--- config.mk ---
export PLATFORM = sky130hd
export DESIGN_NAME = cct_ram
export DESIGN_NICKNAME = d
export VERILOG_FILES = /design/src/rtl/cct_ram.sv
export SDC_FILE = /design/constraint.sdc
export NUM_CORES = 1
export LEC_CHECK = 0
export ABC_AREA = 1
export BUFFER_PORTS_ARGS = -buffer_cell sky130_fd_sc_hd__buf_2
export CAP_MARGIN = 20
export CELL_PAD_IN_SITES_DETAIL_PLACEMENT = 1
export CELL_PAD_IN_SITES_GLOBAL_PLACEMENT = 1
export CORE_ASPECT_RATIO = 0.75
export CORE_UTILIZATION = 49
export DETAILED_ROUTE_END_ITERATION = 7
export PLACE_DENSITY = 0.9
export SYNTH_ARGS = -nofsm -noshare
export SYNTH_HDL_FRONTEND = slang
export SYNTH_SLANG_ARGS = --single-unit
--- constraint.sdc ---
create_clock -name clk -period 1.5 [get_ports clk]
set_input_delay 0.15 -clock clk [delete_from_list [all_inputs] [get_ports clk]]
set_output_delay 0.15 -clock clk [all_outputs]
set_load 0.01 [all_outputs]
--- src/rtl/cct_ram.sv ---
// completion counter table: simple dual-port synchronous ram, registered read
// no dependencies
module cct_ram #(
	parameter int WIDTH = 8,
	parameter int DEPTH = 16
) (
	input  logic                     clk,
	input  logic                     wr_en,
	input  logic [$clog2(DEPTH)-1:0] wr_addr,
	input  logic [WIDTH-1:0]         wr_data,
	input  logic                     rd_en,
	input  logic [$clog2(DEPTH)-1:0] rd_addr,
	output logic [WIDTH-1:0]         rd_data
);

	logic [WIDTH-1:0] mem [DEPTH];

	always_ff @(posedge clk) begin
		if (wr_en) begin
			mem[wr_addr] <= wr_data;
		end
		if (rd_en) begin
			rd_data <= mem[rd_addr];
		end
	end

endmodule

After elaboration in Yosys (flattened, before gate mapping)
Memory sizes are Yosys's and may differ from the RTL's. A register that Yosys moved wholly into a read port is not among the register bits.
Cells that the tools add are included.
- logic and storage cells: 3
- RAM bits: 128
- memories kept: 1
- input port bits: 19
- bits in registers: 0
- memory list (memory ; depth ; bits a word ; rd ports ; clocked after memory_dff ; wr ports ; RTL line ; source):
    mem ; 16 ; 8 ; 1 ; 1 ; 1 ; 16 ; logic [WIDTH-1:0] mem [DEPTH];
- mux-type cells: 2
- operators by type and width (operator ; number):
    two-way mux 1 bit ; 2

Longest topological paths before layout
Gate-level depths: netlist (run 1).
- depth in word-level cells: 2
- mapped depth: 8
- depth with buffers taken out: 7

Worst setup path before layout (run 1)
Ideal clock, no wire load.
- path kind: input to register
- from: in wr_addr[2]
- to: mem mem[10][0] (enable)
- buffers on the path: 0
- arrival time: 0.731 ns
- setup slack: 0.399 ns
- stages on the path: 2
- cells stage by stage: nand3b_1 -> nor2_1
- RTL lines (item ; RTL line ; source):
    start, declared ; 9 ; input logic [$clog2(DEPTH)-1:0] wr_addr,
    end, declared ; 16 ;
Straight into the memory's write port.

Final worst setup path (run 1)
- from: reg rd_data[3] (read register of mem)
- to: out rd_data[3]
- RTL lines (item ; RTL line ; source):
    start, declared ; 13 ; output logic [WIDTH-1:0] rd_data
No word-level cell between the ends.

==> results.toml, run 1 <==
[status]
status = "complete, no violations"

[synth]
synth.avg_cell_area_sq_um = 10.6
syn-num-nets = 570
ys_seq_elements = 136
yosysUniqueCellTypes = 11
netlist_area_sq_mm = 0.00585
synth-seq-area-share_pct = 69.8
synth_warnings = 0
synthCells = 551

[global_route]
first_global_vias = 4518
antenna_found_initial = 0
overflow = 0
grt_pass1_wl_um = 24500
track_usage_pct = 27.9
grt_max_degree = 65

[die]
fp-row-count = 34
core_sq_mm = 0.0116
fp.dieH_um = 96.6
initial_core_util_pct = 50.3
dieWidth_um = 128
pin_count = 27
die-area_sq_mm = 0.0124

[setup_path]
r2r-end = "rd_data[4]$_DFFE_PP_"
path_buf_inv = 1
crit_cells = 1
worstSetupPathType = "register to primary output"
reg2reg_from = "mem[1][4]$_DFFE_PP_"
startpoint_type = "register"
crit_path_top_delay_cell = "edfxtp_1"
crit_chain = "buf_2"
cp_data_required_time_ns = 1.35
crit_fanout = 1
r2r_cells = 6
end_kind = "primary output"
max_stage_delay_ns = 0.44
r2r_slack_ns = 0.33
crit_family = "flip-flops"
cp.arrival_ns = 1.03

[finish]
fin_util_pct = 59.0
nets = 615
layout_common_cells = "nand2_1, edfxtp_1, inv_1, nand3_1, buf_2"
n_antenna_cell = 0
syn_to_final_growth_pct = 17.2
final_common_cell = "nand2_1"
drive_gt1_share_pct = 13.1
fin_area_sq_mm = 0.00685

[timing]
drv_slew = 0
finalCriticalPeriod_ns = 1.18
worst_pin_slew_ns = 0.615
fin_setup_tns_ns = 0
hold_viol_final = 0
min_period_over_period_pct = 78.7
max_freq_ghz = 0.847
setup_viol = 0
fin_skew_ns = 0.00497
rsz0062_at_grt = "false"
relSlewSlack_pct = 59.0

[clock_network]
cts_setup_buffers = 0
insertion_delay_ns = 0.42
h-tree-depth = 4
cts_buffers = 17
cts_tree = "done"
clkTransAtPathRegs_ns = 0.06
cts_hold_buf = 0
clockBufferDepth = 2
cts_resized = 0
clock-root-buffer = "clkbuf_16"
cts.sinks = 136

[power]
ir_drop_v = 0.00117
power.density_mw_per_mm2 = 1370
p_leak_nw = 2.97

[placed_design]
placed_area_sq_mm = 0.00622
dp_hpwl_um = 9620
port_buffers = 26
globalplace.congestion = 0.846

[job]
max_cap_violations = 0

[drt]
drcViolationCount = 0
via_per_inst = 5.33
firstDrtPassIters = 4
wl_per_cell_um = 20.2
drt_iter0_drc = 442
ant_nets = 0
routed_wl_um = 15600
dr_total_vias = 4108

[hold_path]
min_from = "rd_en"
worst_hold_path.endpoint = "rd_data[0]$_DFFE_PP_"
min_path_cells = 1
hp-class = "primary input to register"
==> kinds of logic (layout without fill, tap and decap cells) <==
logic type	count (synthesis)	count (layout)	share of synthesized area (%)
AND/OR/NAND/NOR	289	289	20.8
flip-flops	136	136	69.8
buffers and inverters	126	184	9.39
==> how the worst max path moves through the flow <==
stage	start	endpoint	slack (ns)
global route	mem[1][4]$_DFFE_PP_	rd_data[4]$_DFFE_PP_	0.26
global placement	rd_addr[0]	rd_data[0]$_DFFE_PP_	0.18
floorplan	wr_addr[2]	mem[10][0]$_DFFE_PP_	0.40
CTS	rd_data[4]$_DFFE_PP_	rd_data[4]	0.31
finish	rd_data[3]$_DFFE_PP_	rd_data[3]	0.32
detailed placement	rd_addr[0]	rd_data[4]$_DFFE_PP_	0.13
==> per-layer routing <==
layer,vias up,track usage [%],share of wire (%)
met3,34,7.36,5.5
met4,0,9.77,2.1
met2,139,46.7,51
met1,2067,35.0,42
li1,1868,-,-
met5,-,0,0
==> cells in the mapped netlist <==
cell type	n	area, sq um
buf_2	13	65.1
nand3_1	97	485
inv_1	100	375
buf_1	1	3.75
buf_6	6	67.6
edfxtp_1	136	4080
buf_4	4	30.0
nor2_1	17	63.8
nand3b_1	2	15.0
inv_2	2	7.51
nand2_1	173	649
==> where the power goes <==
part | internal [mW] | switching (mW)
registers | 4.28 | 0.0329
clock network | 2.93 | 1.59
logic | 0.156 | 0.380
total | 7.37 | 2.00
==> area by class of cell <==
class                      count  area [sq um]
multi-input combinational    289          1210
inverter                     102           383
timing repair buffer          50           335
clock inverter                14           204
clock buffer                  18           429
tap                          162           203
sequential                   136          4080
fill                        1261          4760
==> metrics by stage <==
stage	total power, mW	hold WS (ns)	setup WS (ns)	std cells
after floorplan	4.69	0.249	0.399	551
after global placement	4.88	0.518	0.184	739
after detailed placement	4.92	0.529	0.125	739
after CTS	9.43	0.0850	0.309	771
after global routing	9.64	0.0873	0.258	771
final	9.37	0.104	0.319	771
==> flip-flops by register name, indices dropped and copies added, names as in the netlist <==
name     flops
rd_data      8
mem        128
Power figures use the tool's default switching activity.
==> inputs of run 2 (changes only) <==
==> constraint.sdc (replaced) <==
create_clock -name clk -period 1.15 [get_ports clk]
set_input_delay 0.115 -clock clk [delete_from_list [all_inputs] [get_ports clk]]
set_output_delay 0.115 -clock clk [all_outputs]
set_load 0.01 [all_outputs]
==> run 2 against run 1 <==
  * The flow now finishes with violations (setup timing)
  * Global-route usage shrank 0.66 points
  * Sequential share of layout area decreased by 1.0 points
  * Die area is the same
  * Wire length grew 0.44%
  * Utilization increased by 1.0 points
  * Count of clock-buffer cells in the layout fell by 1
  * Largest cell class unchanged
==> results.toml, run 2 (synthesis results as in run 1) <==
[global_route]
first_global_vias = 4475
antenna_found_initial = 0
grt_max_degree = 43
overflow = 0
grt_pass1_wl_um = 24100
track_usage_pct = 27.2

[hold_path]
hp-class = "primary input to register"
worst_hold_path.endpoint = "rd_data[2]$_DFFE_PP_"
min_from = "rd_en"
min_path_cells = 1

[setup_path]
r2r-end = "rd_data[5]$_DFFE_PP_"
crit_chain = "buf_2"
cp_data_required_time_ns = 1.03
startpoint_type = "register"
reg2reg_from = "mem[1][5]$_DFFE_PP_"
cp.arrival_ns = 1.05
max_stage_delay_ns = 0.46
crit_family = "flip-flops"
crit_fanout = 1
r2r_cells = 6
worstSetupPathType = "register to primary output"
path_buf_inv = 1
crit_path_top_delay_cell = "edfxtp_1"
r2r_slack_ns = 0
end_kind = "primary output"

[timing]
fin_skew_ns = 0.00692
min_period_over_period_pct = 101
rsz0062_at_grt = "true"
finalCriticalPeriod_ns = 1.16
hold_viol_final = 0
fin_ws_ns = -0.0147
whs_ns = 0.0700
max_freq_ghz = 0.859
worst_pin_slew_ns = 0.676
relSlewSlack_pct = 54.9
setup_viol = 2
drv_slew = 0

[finish]
syn_to_final_growth_pct = 19.2
nFillCells = 1225
reg_top3 = "mem (128), rd_data (8)"
final_common_cell = "nand2_1"
fin_area_sq_mm = 0.00697
largest_reg_flops = 128
fin_util_pct = 60.0
layout_common_cells = "nand2_1, edfxtp_1, inv_1, nand3_1"
top_register = "mem"
n_antenna_cell = 0
nets = 619
drive_gt1_share_pct = 18.3

[clock_network]
cts_buffers = 17
clockBufferDepth = 2
h-tree-depth = 4
cts_hold_buf = 0
cts_tree = "done"
insertion_delay_ns = 0.42
cts_setup_buffers = 0
cts.sinks = 136
clock-root-buffer = "clkbuf_16"
clkTransAtPathRegs_ns = 0.06

[drt]
drcViolationCount = 0
dr_total_vias = 4067
routed_wl_um = 15600
drt_iter0_drc = 298
firstDrtPassIters = 4
wl_per_cell_um = 20.2
ant_nets = 0
via_per_inst = 5.25

[power]
swShare_pct = 22.0
ir_drop_v = 0.00107
switchingPower_mw = 2.59
power.density_mw_per_mm2 = 1690
p_leak_nw = 3.02
p_clk_share_pct = 45.7
p_int_mw = 9.19
pwr-share-comb_pct = 6.5
seqPwrFrac_pct = 47.8

[placed_design]
placed_area_sq_mm = 0.00626
dp_hpwl_um = 9710
globalplace.congestion = 0.827
port_buffers = 26

[die]
core_sq_mm = 0.0116
fp-row-count = 34
initial_core_util_pct = 50.3
pin_count = 27
fp.dieH_um = 96.6
die-area_sq_mm = 0.0124
dieWidth_um = 128

[status]
violations = "setup timing"
status = "finished with violations"

[job]
max_cap_violations = 0
-- run 2: cell types whose count changed in the layout (fill, tap and decap cells not counted), sizes merged --
| cell | delta |
|---|---|
| clkbuf | -1 |
| clkinv | +4 |
| inv | -1 |
| bufinv | -2 |
| buf | +4 |
-- run 2: through the flow --
step	power, mW	setup TNS, ns	setup WS [ns]	cells
global placement	6.38	-0.671	-0.107	743
detailed placement	6.43	-1.04	-0.156	743
CTS	11.8	-0.0162	-0.0162	775
floorplan	6.12	0	0.0842	551
finish	11.8	-0.0156	-0.0147	775
global route	12.1	-0.131	-0.0303	775
-- run 2: what timing repair did --
item / in CTS / in global routing
cloned: 0 / 0
setup endpoints to repair: 1 / 10
pin swaps: 0 / 16
resized for setup: 0 / 27
-- run 2: how the worst max path moves through the flow --
stage                                 endpoint  cells after the start  slack, ns                 start
after floorplan            mem[4][0]$_DFFE_PP_                      2       0.08            wr_addr[3]
after global placement    rd_data[1]$_DFFE_PP_                      7      -0.11            rd_addr[0]
after detailed placement  rd_data[5]$_DFFE_PP_                      7      -0.16            rd_addr[0]
after CTS                           rd_data[3]                      1      -0.02  rd_data[3]$_DFFE_PP_
after global routing                rd_data[3]                      1      -0.03  rd_data[3]$_DFFE_PP_
final                               rd_data[3]                      1      -0.01  rd_data[3]$_DFFE_PP_
-- run 2: final cells by class --
cell class                 count  area (sq um)  share of cell area, %
clock buffer                  17           425                   6.10
inverter                     102           383                   5.49
sequential                   136          4080                   58.6
multi-input combinational    289          1330                   19.1
tap                          162           203                   2.91
clock inverter                15           160                   2.30
timing repair buffer          54           384                   5.51
-- run 2: metal layers --
metal  GRT usage, %  vias to the layer above  wire length (um)
li1               -                     1882                 -
met5              0                        -                 0
met4           10.2                        0               308
met3           6.53                       25               951
met1           35.2                     2047              6480
met2           44.7                      113              7900
-- run 2: power groups by stage --
stage	Sequential (mW)	Clock (mW)	Combinational (mW)
floorplan	5.73	0	0.391
global placement	5.72	0	0.658
detailed placement	5.73	0	0.697
CTS	5.63	5.45	0.719
global route	5.64	5.63	0.832
finish	5.63	5.39	0.762
==> inputs of run 3 (changes only) <==
==> config.mk (replaced) <==
export PLATFORM = sky130hd
export DESIGN_NAME = cct_ram
export DESIGN_NICKNAME = d
export VERILOG_FILES = /design/src/rtl/cct_ram.sv
export SDC_FILE = /design/constraint.sdc
export NUM_CORES = 1
export LEC_CHECK = 0
export BUFFER_PORTS_ARGS = -buffer_cell sky130_fd_sc_hd__buf_2
export CAP_MARGIN = 20
export CELL_PAD_IN_SITES_DETAIL_PLACEMENT = 1
export CELL_PAD_IN_SITES_GLOBAL_PLACEMENT = 1
export CORE_ASPECT_RATIO = 0.75
export CORE_UTILIZATION = 53
export DETAILED_ROUTE_END_ITERATION = 7
export PLACE_DENSITY = 0.76
export SYNTH_ARGS = -nofsm -noshare
export SYNTH_HDL_FRONTEND = slang
export SYNTH_SLANG_ARGS = --single-unit
==> run 3 against run 2 <==
  * The flow still finishes with violations (setup timing)
  * First-iteration DRC count shrank 24%
  * Critical path depth grew 2
  * Via count decreased by 38%
  * Non-clock buffer count is 1 lower
  * Critical endpoint is now rd_data[0]$_DFFE_PP_
  * Cell count down 44%
  * Total power shrank 6.3%
  * Wire length shrank 27%
  * Flip-flop and latch count unchanged
  * Die area shrank 17%
  * Largest cell class unchanged
==> results.toml, run 3 <==
[synth]
synth_top_area_cell = "edfxtp_1"
synth-seq-area-share_pct = 78.1
yosysMostFrequentCell = "edfxtp_1"
synth_warnings = 0
synthTopCellsByCount = "edfxtp_1, mux4_2, a22oi_1"
async_reset_ff_share_pct = 0
synth.avg_cell_area_sq_um = 22.8
syn-num-nets = 248
synthFlopType = "edfxtp_1"
yosysUniqueCellTypes = 18
synthCells = 229
ys_top_cells_by_area = "edfxtp_1, mux4_2, mux4_1"
yosysTopAreaCellShare_pct = 78.1
netlist_area_sq_mm = 0.00523
ys_seq_elements = 136
synth_edf_count = 136

[timing]
drv_slew = 0
finalCriticalPeriod_ns = 1.45
max_freq_ghz = 0.688
fin_ws_ns = -0.303
rsz0062_at_grt = "true"
setup_viol = 8
worst_pin_slew_ns = 0.996
hold_viol_final = 0
relSlewSlack_pct = 33.4
fin_skew_ns = 0.00499
whs_ns = 0.0777
min_period_over_period_pct = 126

[setup_path]
cp.arrival_ns = 1.61
startpoint_type = "register"
cp_data_required_time_ns = 1.30
max_stage_delay_ns = 0.50
crit_path_top_delay_cell = "mux4_2"
end_kind = "register"
crit_chain = "mux4_2 -> a22oi_2 -> nand2_1"
worstSetupPathType = "register to register"
crit_fanout = 1

[clock_network]
cts_setup_buffers = 0
insertion_delay_ns = 0.41
h-tree-depth = 4
clockBufferDepth = 2
cts_tree = "done"
cts_buffers = 17
clock-root-buffer = "clkbuf_16"
cts.sinks = 136
cts_hold_buf = 0
clkTransAtPathRegs_ns = 0.06

[die]
core_sq_mm = 0.00931
dieWidth_um = 117
die-area_sq_mm = 0.0103
fp-row-count = 30
fp.dieH_um = 88.0
initial_core_util_pct = 56.2
pin_count = 27

[finish]
nets = 310
n_antenna_cell = 0
top_register = "mem"
reg_top3 = "mem (128), rd_data (8)"
largest_reg_flops = 128
final_common_cell = "edfxtp_1"
layout_common_cells = "edfxtp_1, mux4_2, buf_2, buf_4, clkbuf_16"
syn_to_final_growth_pct = 20.6
drive_gt1_share_pct = 41.9
fin_util_pct = 67.7
final_cells = 431

[status]
status = "finished with violations"
violations = "setup timing"

[drt]
wl_per_cell_um = 26.4
via_per_inst = 5.90
firstDrtPassIters = 5
routed_wl_um = 11400
drt_iter0_drc = 227
dr_total_vias = 2541
drcViolationCount = 0
ant_nets = 0

[placed_design]
dp_cells = 400
globalplace.congestion = 0.744
dp_hpwl_um = 7380
port_buffers = 26

[hold_path]
hp-class = "primary input to register"

[global_route]
first_global_vias = 2720
grt_max_degree = 18
antenna_found_initial = 0
overflow = 0
grt_pass1_wl_um = 16700
track_usage_pct = 25.0

[job]
max_cap_violations = 0

[power]
p_leak_nw = 2.10
ir_drop_v = 0.00112
power.density_mw_per_mm2 = 1750
==> run 3: changes by cell type after synthesis, sizes merged, moves of 3 or more <==
cell,change
mux4,+32
nand3,-96
clkdlybuf4s25,+3
inv,-102
a22oi,+16
nor2,-4
buf,-17
nor3,+4
nand2,-164
==> run 3: cells by family after synthesis <==
group	Yosys count	synth area share [%]
DFF	136	78.1
and+or+nand+nor	35	3.14
muxes	32	14.8
AOI/OAI and AO/OA	16	2.30
buffers and inverters	10	1.65
==> run 3: worst paths after layout <==
| check | start | endpoint | slack, ns | cells after the start |
|---|---|---|---|---|
| setup reg to reg | mem[11][0]$_DFFE_PP_ | rd_data[0]$_DFFE_PP_ | -0.30 | 3 |
| hold reg to reg | mem[15][2]$_DFFE_PP_ | rd_data[2]$_DFFE_PP_ | 0.75 | 3 |
| hold / removal | rd_en | rd_data[7]$_DFFE_PP_ | 0.08 | 1 |
| setup / recovery | mem[11][0]$_DFFE_PP_ | rd_data[0]$_DFFE_PP_ | -0.30 | 3 |
==> run 3: layout make-up <==
| cell class | count | area, sq um |
|---|---|---|
| Sequential cell | 136 | 4080 |
| Fill cell | 765 | 3000 |
| Multi-Input combinational cell | 83 | 1090 |
| Timing Repair Buffer | 53 | 445 |
| Clock buffer | 20 | 437 |
| Tap cell | 128 | 160 |
| Clock inverter | 11 | 83.8 |
==> run 3: timing repair <==
item / 4_1_cts / 5_1_grt
setup endpoints to repair: 8 / 8
gates resized for setup: 8 / 2
pin swaps: 4 / 3
==> run 3: routing by layer <==
metal / GRT usage (%) / share of wire, % / routed length [um] / up-vias
met4: 8.40 / 0.90 / 102 / 0
met2: 39.9 / 50 / 5660 / 98
met3: 7.40 / 6.6 / 747 / 8
li1: - / - / - / 1098
met5: 0 / 0 / 0 / -
met1: 33.6 / 43 / 4850 / 1337
==> run 3: where the power goes <==
group	total [mW]	switching, mW	internal (mW)
sequential	5.63	0.0397	5.59
clock	4.79	1.88	2.92
combinational	0.610	0.336	0.274
==> run 3: critical path: cells and delay by family (launching register included) <==
family	cells	cell delay [ns]
DFF	1	0.42
muxes	1	0.50
and+or+nand+nor	1	0.08
AOI/OAI and AO/OA	1	0.20
==> run 3: metrics by stage <==
step	TNS (ns)	setup slack [ns]	area, sq um	power [mW]
after detailed placement	-17.81	-0.487	5730	6.32
after global routing	-2.25	-0.314	6300	11.3
after floorplan	-1.86	-0.165	5250	6.03
after global placement	-12.05	-0.462	5730	6.28
after CTS	-2.16	-0.311	6290	11.1
final	-2.08	-0.303	6300	11.0
