<file path="config.mk">
export PLATFORM = sky130hd
export DESIGN_NAME = cct_update
export DESIGN_NICKNAME = d
export VERILOG_FILES = /design/src/rtl/cct_pkg.sv /design/src/rtl/cct_update.sv
export SDC_FILE = /design/constraint.sdc
export NUM_CORES = 1
export LEC_CHECK = 0
export ABC_AREA = 1
export BUFFER_PORTS_ARGS = -buffer_cell sky130_fd_sc_hd__buf_4
export CORE_AREA = 2 2 153 155
export DETAILED_ROUTE_END_ITERATION = 16
export DIE_AREA = 0 0 155 157
export PLACE_DENSITY = 0.69
export RECOVER_POWER = 25
export SLEW_MARGIN = 20
export SYNTH_ARGS = -nofsm -noshare
export SYNTH_HDL_FRONTEND = slang
export SYNTH_SLANG_ARGS = --single-unit
</file>
<file path="constraint.sdc">
create_clock -name vclk -period 2.1
set_input_delay 0.105 -clock vclk [all_inputs]
set_output_delay 0.105 -clock vclk [all_outputs]
set_load 0.03 [all_outputs]
</file>
<file path="src/rtl/cct_pkg.sv">
// completion counter table: shared request codes, status codes and control struct
// no dependencies
package cct_pkg;

	localparam int CID_W = 10;
	localparam int SEQ_W = 32;
	localparam int AMT_W = 32;

	typedef enum logic [2:0] {
		REQ_CREATE     = 3'd0,
		REQ_SIGNAL     = 3'd1,
		REQ_CHECK      = 3'd2,
		REQ_WAIT_BEGIN = 3'd3,
		REQ_WAIT_END   = 3'd4
	} req_t;

	typedef enum logic [1:0] {
		STAT_OK         = 2'd0,
		STAT_POOL_EMPTY = 2'd1,
		STAT_STALE      = 2'd2,
		STAT_UNDERFLOW  = 2'd3
	} status_t;

	typedef struct packed {
		logic    ent_we;
		logic    pop;
		logic    push;
		status_t status;
		logic    is_done;
		logic    must_wait;
		logic    fired;
		logic    released;
	} upd_ctl_t;

endpackage

</file>
<file path="src/rtl/cct_update.sv">
// completion counter table: modify step of the read-modify-write for one request
// depends on cct_pkg
module cct_update import cct_pkg::*; #(
	parameter int NUM_COUNTERS = 1024,
	parameter int TAG_BITS     = 32,
	parameter int REF_BITS     = 16,
	parameter int ID_W         = 10
) (
	input  logic [2:0]          req,
	input  logic [ID_W-1:0]     addr,
	input  logic                in_range,
	input  logic [SEQ_W-1:0]    seq_tag,
	input  logic [AMT_W-1:0]    amount,
	input  logic [TAG_BITS-1:0] ent_tag,
	input  logic [AMT_W-1:0]    ent_count,
	input  logic [REF_BITS-1:0] ent_ref,
	input  logic [ID_W-1:0]     stk_id,
	input  logic [ID_W:0]       free_top,
	input  logic [TAG_BITS-1:0] last_tag,
	output upd_ctl_t            ctl,
	output logic [ID_W-1:0]     wr_addr,
	output logic [TAG_BITS-1:0] wr_tag,
	output logic [AMT_W-1:0]    wr_count,
	output logic [REF_BITS-1:0] wr_ref,
	output logic [TAG_BITS-1:0] new_tag,
	output logic [ID_W:0]       free_top_next,
	output logic [CID_W-1:0]    handle_id,
	output logic [SEQ_W-1:0]    handle_seq
);

	localparam int TW = (TAG_BITS > SEQ_W) ? TAG_BITS : SEQ_W;
	localparam int AW = (ID_W > CID_W) ? ID_W : CID_W;

	logic                tag_match;
	logic [TAG_BITS-1:0] tag_inc;
	logic [REF_BITS-1:0] ref_dec;
	logic                drop_rel;
	logic                can_push;
	logic [TW-1:0]       new_tag_w;
	logic [AW-1:0]       stk_id_w;

	assign tag_match = (seq_tag != '0) && in_range && (TW'(ent_tag) == TW'(seq_tag));
	assign tag_inc   = last_tag + 1'b1;
	assign new_tag   = (tag_inc == '0) ? TAG_BITS'(1) : tag_inc;
	assign ref_dec   = (ent_ref != '0) ? ent_ref - 1'b1 : '0;
	assign drop_rel  = (ref_dec == '0);
	assign can_push  = free_top < (ID_W+1)'(NUM_COUNTERS);
	assign new_tag_w = TW'(new_tag);
	assign stk_id_w  = AW'(stk_id);

	always_comb begin
		ctl        = '0;
		ctl.status = STAT_OK;
		wr_addr    = addr;
		wr_tag     = ent_tag;
		wr_count   = ent_count;
		wr_ref     = ent_ref;
		handle_id  = '0;
		handle_seq = '0;
		case (req)
			REQ_CREATE: begin
				if (free_top == '0) begin
					ctl.status = STAT_POOL_EMPTY;
				end else begin
					ctl.pop    = 1'b1;
					ctl.ent_we = 1'b1;
					wr_addr    = stk_id;
					wr_tag     = new_tag;
					wr_count   = amount;
					wr_ref     = REF_BITS'(1);
					handle_id  = stk_id_w[CID_W-1:0];
					handle_seq = new_tag_w[SEQ_W-1:0];
				end
			end
			REQ_SIGNAL: begin
				if (!tag_match) begin
					ctl.status = STAT_STALE;
				end else if (amount > ent_count) begin
					ctl.status = STAT_UNDERFLOW;
				end else begin
					ctl.ent_we = 1'b1;
					wr_count   = ent_count - amount;
					if (ent_count == amount) begin
						ctl.fired = 1'b1;
						wr_ref    = ref_dec;
						if (drop_rel) begin
							ctl.released = 1'b1;
							ctl.push     = can_push;
							wr_tag       = '0;
							wr_count     = '0;
						end
					end
				end
			end
			REQ_CHECK: begin
				ctl.is_done = !tag_match;
			end
			REQ_WAIT_BEGIN: begin
				if (!tag_match) begin
					ctl.status = STAT_STALE;
				end else begin
					ctl.ent_we    = 1'b1;
					wr_ref        = (ent_ref != '1) ? ent_ref + 1'b1 : ent_ref;
					ctl.must_wait = (ent_count != '0);
				end
			end
			REQ_WAIT_END: begin
				if (!tag_match) begin
					ctl.status = STAT_STALE;
				end else begin
					ctl.ent_we = 1'b1;
					wr_ref     = ref_dec;
					if (drop_rel) begin
						ctl.released = 1'b1;
						ctl.push     = can_push;
						wr_tag       = '0;
						wr_count     = '0;
					end
				end
			end
			default: begin
				ctl.status = STAT_OK;
			end
		endcase
	end

	always_comb begin
		if (ctl.pop) begin
			free_top_next = free_top - 1'b1;
		end else if (ctl.push) begin
			free_top_next = free_top + 1'b1;
		end else begin
			free_top_next = free_top;
		end
	end

endmodule

</file>
==> results of run 1 <==
-- synthesized netlist by cell type, drive strengths merged (2+ instances only) --
cell type  instances
a21o               4
a21oi             59
a22oi              6
and2               6
and3               2
buf               23
clkbuf            12
clkinv             7
ha                37
inv              300
nand2            635
nand3            145
nand3b             7
nand4             55
nor2             212
nor3              39
nor4              20
o211ai            11
o21a               8
o21ai             52
o21bai            10
o221ai             2
o22ai             13
o31ai              2
or2               12
xnor2             25
xor2              34
-- what timing repair did --
action | 4_1_cts
buffers inserted | 30
resized for setup | 412
endpoints found under the setup margin | 101
pin swaps | 91
gates cloned | 8
-- routing by layer --
layer / track usage (%) / overflow
met2: 96.1 / 62
met4: 86.1 / 41
met3: 62.2 / 5
met5: 40.2 / 0
met1: 75.0 / 4
-- cells by family after synthesis --
group,share of synthesized area [%]
simple gates,59.4
buf+inv,16.0
compound gates,12.6
xor+xnor,6.14
fa+ha+maj,5.74
-- through the flow --
| stage | setup slack, ps | hold WS, ps | instance area [µm²] | setup TNS, ps |
|---|---|---|---|---|
| 4_1_cts | -361 | 540 | 17700 | -21280 |
| 3_5_place_dp | -597 | 540 | 15700 | -46740 |
| 3_3_place_gp | -552 | 534 | 15700 | -41170 |
| 2_1_floorplan | -126 | 302 | 8990 | -2090 |
==> summary.txt, run 1 <==
Outcome
  • Status: aborted with a tool error
  • Exit stage: 5_1_grt
  • Stop Error: [ERROR GRT-0232] Routing congestion too high. Check the congestion heatmap in the GUI.

Die
  • Site Rows: 55
  • Die height: 157 µm
  • Die width: 155 µm
  • # IOs: 395
  • Starting density of the core: 37.4%

Placed design
  • Final HPWL DP: 44100 µm
  • RD Place Congestion: 1.06
  • I/O Buffers: 395
  • Dpl cells: 2848

Synth
  • Syn nets: 1992
  • Synth top area share: 27.6%
  • Yosys Warn Count: 0
  • Synth cell types: 52
  • Gate Count Post-Synth: 1743
  • Cell taking the most area after synthesis: nand2_1
  • Mapped cell area: 8410 µm²
  • Synth top area cells: nand2_1, inv_1, nor2_1
  • Register area share after synthesis: 0%
  • Synth Area per Inst: 4.83 µm²

Global route
  • Largest net degree at the start of global routing: 25
  • Total grt overflow: 112
  • Total track usage: 78.6%

Clocking
  • Post-CTS Hold Buffers: 0

Timing
  • Grt repair worst endpoint: wr_ref[2]
  • Worst End Pin Type: primary output
==> inputs of run 2 (changes only) <==
--- a/config.mk
+++ b/config.mk
@@ -10,7 +10,7 @@
 export CORE_AREA = 2 2 153 155
 export DETAILED_ROUTE_END_ITERATION = 16
 export DIE_AREA = 0 0 155 157
-export PLACE_DENSITY = 0.69
+export PLACE_DENSITY_LB_ADDON = 0.15
 export RECOVER_POWER = 25
 export SLEW_MARGIN = 20
 export SYNTH_ARGS = -nofsm -noshare
==> constraint.sdc (replaced) <==
create_clock -name vclk -period 2.7
set_input_delay 0.135 -clock vclk [all_inputs]
set_output_delay 0.135 -clock vclk [all_outputs]
set_load 0.03 [all_outputs]
==> run 2 against run 1 <==
The flow now finishes without violations. Synthesized area unchanged. Synthesized cell count unchanged.
==> summary.txt, run 2 <==
Critical path
  • CP max stage delay: 390 ps
  • CP endpoint kind: output port
  • Crit path top cell by count: nand2_2
  • Critical Path RT: 2570 ps
  • Kind of start point of the critical path: primary input
  • Arr. time, crit path: 2490 ps
  • Critical Path, Cell by Cell: buf_6 -> inv_4 -> ha_4 -> fa_2 -> inv_2 -> nand2_2 -> nand2_2 -> nand3_2 -> nand2_2 -> nand2_2 -> nand2_2 -> nand2_2 -> nand2_2 -> buf_4 -> nand2_2 -> a21oi_4 -> nand2_4 -> buf_12 -> nand2_1 -> nand2_1 -> buf_4
  • CP max-delay cell: fa_2
  • Largest delay share family, worst path: simple AND/OR/NAND/NOR gates
  • CP Buf/Inv Count: 6
  • Critical path class: in -> out
  • Critical Path Fanout Max: 8
  • CP Depth: 21

Finish
  • Final core occ: 56.9%
  • Layout filler cell count: 2498
  • Flip-flop and latch area: 0 µm²
  • Diode count: 0
  • Most frequent cells in the layout: nand2_1, buf_4, inv_1
  • CLK BUF: 0
  • Final nets: 2468
  • Most common cell after layout, fill and taps aside: nand2_1
  • Num sequential: 0
  • Layout cells sized above 1: 27.9%
  • Area grow syn2layout: 52.1%

Timing
  • Final Cycle Share: 97.3%
  • Endpoints failing setup: 0
  • Max Slew Vio Count: 0
  • Hold_ws: 590 ps
  • Rel. slew slack: 67.1%
  • Final Hold Fails: 0
  • Slew @ Worst Pin: 492 ps
  • FMAX: 381 MHz
  • Min Clock Period, post-route: 2630 ps

Synth
  • Yosys Warn Count: 0 (unchanged)
  • Adder-cell area share of the yosys netlist: 5.74% (unchanged)
  • Synth top area share: 27.6% (unchanged)
  • Main combinational cell family by area after synthesis: simple AND/OR/NAND/NOR gates (unchanged)
  • Synth top area cells: nand2_1, inv_1, nor2_1 (unchanged)
  • Synth cell types: 52 (unchanged)
  • Most common cell in the netlist: nand2_1 (unchanged)
  • Post-synthesis mux area share: 0% (unchanged)
  • Post-synthesis xor/xnor area fraction: 6.14% (unchanged)
  • Gate Count Post-Synth: 1743 (unchanged)
  • Register area share after synthesis: 0% (unchanged)
  • Cell taking the most area after synthesis: nand2_1 (unchanged)
  • Most frequent cells after synthesis: nand2_1, inv_1, nor2_1 (unchanged)
  • Post-Synth Simple-Gate Area: 59.4% (unchanged)
  • Compound-cell area share of the yosys netlist: 12.6% (unchanged)
  • Mapped cell area: 8410 µm² (unchanged)
  • Syn nets: 1992 (unchanged)
  • Synth Area per Inst: 4.83 µm² (unchanged)

Global route
  • Initial antenna violation count: 0
  • Total track usage: 34.1%
  • Total grt overflow: 0
  • Vias in the first global route: 12.1k
  • Largest net degree at the start of global routing: 51
  • First-pass GRT wire length: 66200 µm

Die
  • Die width: 155 µm (unchanged)
  • Die height: 157 µm (unchanged)
  • Site Rows: 55 (unchanged)
  • Core Area: 22500 µm²
  • Die ar.: 24300 µm²
  • # IOs: 395 (unchanged)
  • Starting density of the core: 37.4% (unchanged)

Drt
  • Routed wl met2: 21100 µm
  • Pre-antenna DRT Iters: 5
  • Final wirelength: 44700 µm
  • Number of DRC markers in iteration 0: 972
  • Met1 WL: 18700 µm
  • Avg Vias per Cell: 5.22
  • DR DRC count: 0
  • Post-route ant nets: 0
  • Wire per inst: 17.9 µm
  • Via count: 13.1k
  • DR top layer: met4
  • Met3 WL post-DR: 3410 µm

Run
  • Total of max-cap violations: 0

Placed design
  • I/O Buffers: 395 (unchanged)
  • Final HPWL DP: 37400 µm (was 44100 µm)
  • RD Place Congestion: 0.975 (was 1.06)

Hold path
  • Worst min path class: in -> out
  • Hold path depth: 4
  • Min-Delay Startpoint: ent_tag[29]
  • Worst Hold Endpoint: wr_tag[29]

Pwr
  • Peak supply drop: 125 µV
  • LEAKAGE: 7.33 nW
  • PwrDens: 198 nW/µm²

Clocking
  • Post-CTS Hold Buffers: 0 (unchanged)

Outcome
  • Status: finished clean (was aborted with a tool error)
==> run 2: area by class of cell <==
| type | instances | area, µm² | share of cell area, % |
|---|---|---|---|
| Tap cell | 285 | 357 | 2.79 |
| Timing Repair Buffer | 508 | 3890 | 30.4 |
| Multi-Input combinational cell | 1402 | 7400 | 57.8 |
| Inverter | 307 | 1150 | 9.03 |
==> run 2: how the worst max path moves through the flow <==
stage / from / end / slack (ps)
after floorplan: ent_count[0] / free_top_next[0] / 110
after global placement: amount[0] / wr_count[24] / -20
after detailed placement: amount[0] / wr_count[24] / -60
after CTS: amount[0] / wr_count[22] / 30
after global routing: amount[25] / wr_tag[17] / -50
final: ent_count[0] / wr_tag[25] / 70
==> run 2: metal layers <==
layer | global-route usage, % | vias to the layer above
met5 | 0 | -
met4 | 9.30 | 0
met3 | 4.46 | 80
met2 | 60.1 | 526
met1 | 43.6 | 5957
li1 | - | 6492
==> run 2: cells by family after synthesis <==
logic type,Yosys count
xor gates and xnor gates,59
and+or+nand+nor,1133
AOI/OAI and AO/OA,171
adders and majority gates,38
buffers and inverters,342
==> run 2: through the flow <==
step / power (W) / TNS [ps] / cells / cell area, µm² / worst slack (ps)
2_1_floorplan: 0.00133 / 0 / 1743 / 8410 / 114
3_3_place_gp: 0.00236 / -38.3 / 2484 / 12300 / -19.6
3_5_place_dp: 0.00237 / -455 / 2484 / 12300 / -60.1
4_1_cts: 0.00238 / 0 / 2485 / 12300 / 28.9
5_1_grt: 0.00272 / -995 / 2502 / 12800 / -47.3
6_report: 0.00253 / 0 / 2502 / 12800 / 73.1
==> run 2: power by group <==
part | switching, W | leakage (nW) | internal [W]
Clock | 0 | 0 | 0
Sequential | 0 | 0 | 0
Combinational | 0.00155 | 7.33 | 0.000978
==> run 2: repair_timing <==
item / in CTS / in global routing
endpoints found under the setup margin: 34 / 93
buffers inserted: 1 / 10
pin swaps: 0 / 16
cloned: 0 / 7
resized for setup: 3 / 107
No activity file was read; power rests on OpenSTA's default activity.
==> inputs of run 3 (changes only) <==
--- a/config.mk
+++ b/config.mk
@@ -7,6 +7,7 @@
 export LEC_CHECK = 0
 export ABC_AREA = 1
 export BUFFER_PORTS_ARGS = -buffer_cell sky130_fd_sc_hd__buf_4
+export CAP_MARGIN = 20
 export CORE_AREA = 2 2 153 155
 export DETAILED_ROUTE_END_ITERATION = 16
 export DIE_AREA = 0 0 155 157
==> constraint.sdc (replaced) <==
create_clock -name vclk -period 3.01
set_input_delay 0.1505 -clock vclk [all_inputs]
set_output_delay 0.1505 -clock vclk [all_outputs]
set_load 0.03 [all_outputs]
==> run 3 against run 2 <==
Die area is the same. Combinational power shrank 18%. Highest routed layer unchanged. Critical endpoint is now wr_ref[1]. Worst hold slack improved by 37 ps. Routed wire length fell by 5.8%. Cell count shrank 3.0%. Via count fell by 3.1%. Critical path depth decreased by 2. Utilization fell by 4.4 points. Largest power group unchanged.
==> summary.txt, run 3 (synthesized netlist as in run 2, its figures left out) <==
Critical path
  • Critical path class: in -> out (unchanged)
  • CP Depth: 19 (was 21)
  • Crit path top cell by count: nand2_1 (was nand2_2)
  • Crit. Startpoint: amount[0] (was ent_count[0])
  • Largest delay share family, worst path: simple AND/OR/NAND/NOR gates (unchanged)
  • Critical Path Fanout Max: 4 (was 8)
  • Critical Path, Cell by Cell: buf_4 -> ha_1 -> fa_1 -> inv_1 -> nand2_1 -> nand2_1 -> nand3_1 -> nand2_1 -> nand2_1 -> nand2_1 -> nand2_1 -> nand2_2 -> nand2_1 -> o21ai_2 -> buf_6 -> nand2_2 -> nand2_2 -> nand4_1 -> buf_4 (was buf_6 -> inv_4 -> ha_4 -> fa_2 -> inv_2 -> nand2_2 -> nand2_2 -> nand3_2 -> nand2_2 -> nand2_2 -> nand2_2 -> nand2_2 -> nand2_2 -> buf_4 -> nand2_2 -> a21oi_4 -> nand2_4 -> buf_12 -> nand2_1 -> nand2_1 -> buf_4)
  • CP max-delay cell: fa_1 (was fa_2)
  • Critical Path RT: 2860 ps (was 2570 ps)
  • Arr. time, crit path: 2620 ps (was 2490 ps)
  • CP endpoint kind: output port (unchanged)
  • Kind of start point of the critical path: primary input (unchanged)
  • CP max stage delay: 390 ps (about the same)
  • Crit path capture: wr_ref[1] (was wr_tag[25])
  • CP Buf/Inv Count: 4 (was 6)

Global route
  • Total track usage: 33.0% (was 34.1%)
  • Largest net degree at the start of global routing: 50 (was 51)
  • Vias in the first global route: 11.7k (was 12.1k)
  • First-pass GRT wire length: 64500 µm (was 66200 µm)
  • Total grt overflow: 0 (unchanged)
  • Initial antenna violation count: 0 (unchanged)

Finish
  • CLK BUF: 0 (unchanged)
  • Most common cell after layout, fill and taps aside: nand2_1 (unchanged)
  • Final nets: 2392 (was 2468)
  • Flip-flop and latch area: 0 µm² (unchanged)
  • Fin cells: 2426 (was 2502)
  • Diode count: 0 (unchanged)
  • Area grow syn2layout: 40.5% (was 52.1%)
  • Most frequent cells in the layout: nand2_1, buf_4, inv_1 (unchanged)
  • Num sequential: 0 (unchanged)
  • Layout cells sized above 1: 22.6% (was 27.9%)

Timing
  • Endpoints failing setup: 0 (unchanged)
  • Max Slew Vio Count: 0 (unchanged)
  • Min Clock Period, post-route: 2770 ps
  • FMAX: 361 MHz
  • Rel. slew slack: 45.9% (was 67.1%)
  • Slew @ Worst Pin: 809 ps (was 492 ps)
  • Final Hold Fails: 0 (unchanged)
  • Final Cycle Share: 91.9%

Drt
  • Via count: 12.6k (was 13.1k)
  • Wire per inst: 17.3 µm (was 17.9 µm)
  • Pre-antenna DRT Iters: 6 (was 5)
  • Final wirelength: 42100 µm (was 44700 µm)
  • Avg Vias per Cell: 5.21 (was 5.22)
  • Number of DRC markers in iteration 0: 810 (was 972)
  • Post-route ant nets: 0 (unchanged)
  • DR DRC count: 0 (unchanged)

Hold path
  • Worst min path class: in -> out (unchanged)

Die
  • Site Rows: 55 (unchanged)
  • Starting density of the core: 37.4% (unchanged)
  • # IOs: 395 (unchanged)
  • Core Area: 22500 µm² (unchanged)
  • Die ar.: 24300 µm² (unchanged)
  • Die width: 155 µm (unchanged)
  • Die height: 157 µm (unchanged)

Clocking
  • Post-CTS Hold Buffers: 0 (unchanged)

Placed design
  • Dpl cells: 2422 (was 2484)
  • Final HPWL DP: 36500 µm (was 37400 µm)
  • I/O Buffers: 395 (unchanged)
  • RD Place Congestion: 0.984 (was 0.975)

Pwr
  • PwrDens: 175 nW/µm² (was 198 nW/µm²)
  • Peak supply drop: 96.0 µV (was 125 µV)
  • LEAKAGE: 6.85 nW (was 7.33 nW)
  • Total Power Consumption: 0.00207 W (was 0.00253 W)

Run
  • Total of max-cap violations: 0 (unchanged)

Outcome
  • Status: finished clean (unchanged)
## run 3: cell count changes in the layout (fill, tap and decap cells not counted), moves of 6 or more
cell	before	now
nand3_1	130	137
buf_6	27	2
nand3_2	12	6
nand2_2	33	11
buf_4	437	384
nor2_4	14	8
nand2_1	591	616
## run 3: per-layer routing
metal	GRT usage, %	share of wire, %	wire length [µm]
met1	42.9	43	18000
met2	58.3	47	19700
met3	4.19	7.6	3190
met4	7.10	2.7	1120
met5	0	0	0
## run 3: power breakdown
part | switching (W) | total, W | internal [W]
Clock | 0 | 0 | 0
Sequential | 0 | 0 | 0
Combinational | 0.00132 | 0.00207 | 0.000752
## run 3: repair_timing
item	in CTS	in global routing
hold endpoints to repair	0	0
buffers inserted	0	4
endpoints found under the setup margin	0	23
resized for setup	0	16
## run 3: how the worst min path moves through the flow
| stage | end | start | slack, ps | cells after the start |
|---|---|---|---|---|
| CTS | new_tag[0] | last_tag[0] | 630 | 3 |
| global route | new_tag[0] | last_tag[0] | 640 | 3 |
| global placement | wr_addr[8] | addr[8] | 630 | 4 |
| detailed placement | new_tag[0] | last_tag[0] | 630 | 3 |
| floorplan | handle_id[0] | stk_id[0] | 470 | 2 |
| finish | new_tag[0] | last_tag[0] | 630 | 3 |
## run 3: area by class of cell
cell class	instances	area [µm²]
tap	285	357
inverter	307	1150
fill	2511	10700
multi-input combinational	1401	7140
timing repair buffer	433	3170
## run 3: stage by stage
stage                     hold WS, ps  setup WS (ps)  cell area [µm²]  utilization [%]  setup TNS, ps
final                             627            243            11800             52.5              0
after global routing              639          -12.3            11800             52.5          -12.3
after CTS                         629           51.0            11800             52.6              0
after detailed placement          628           65.4            11800             52.6              0
after global placement            626           60.7            11800             52.6              0
after floorplan                   469            393             8410                -              0
## run 3: worst min-delay path, cell delays in order
cell and delay (ps):
buf_4 100, nand2_1 60, buf_4 170
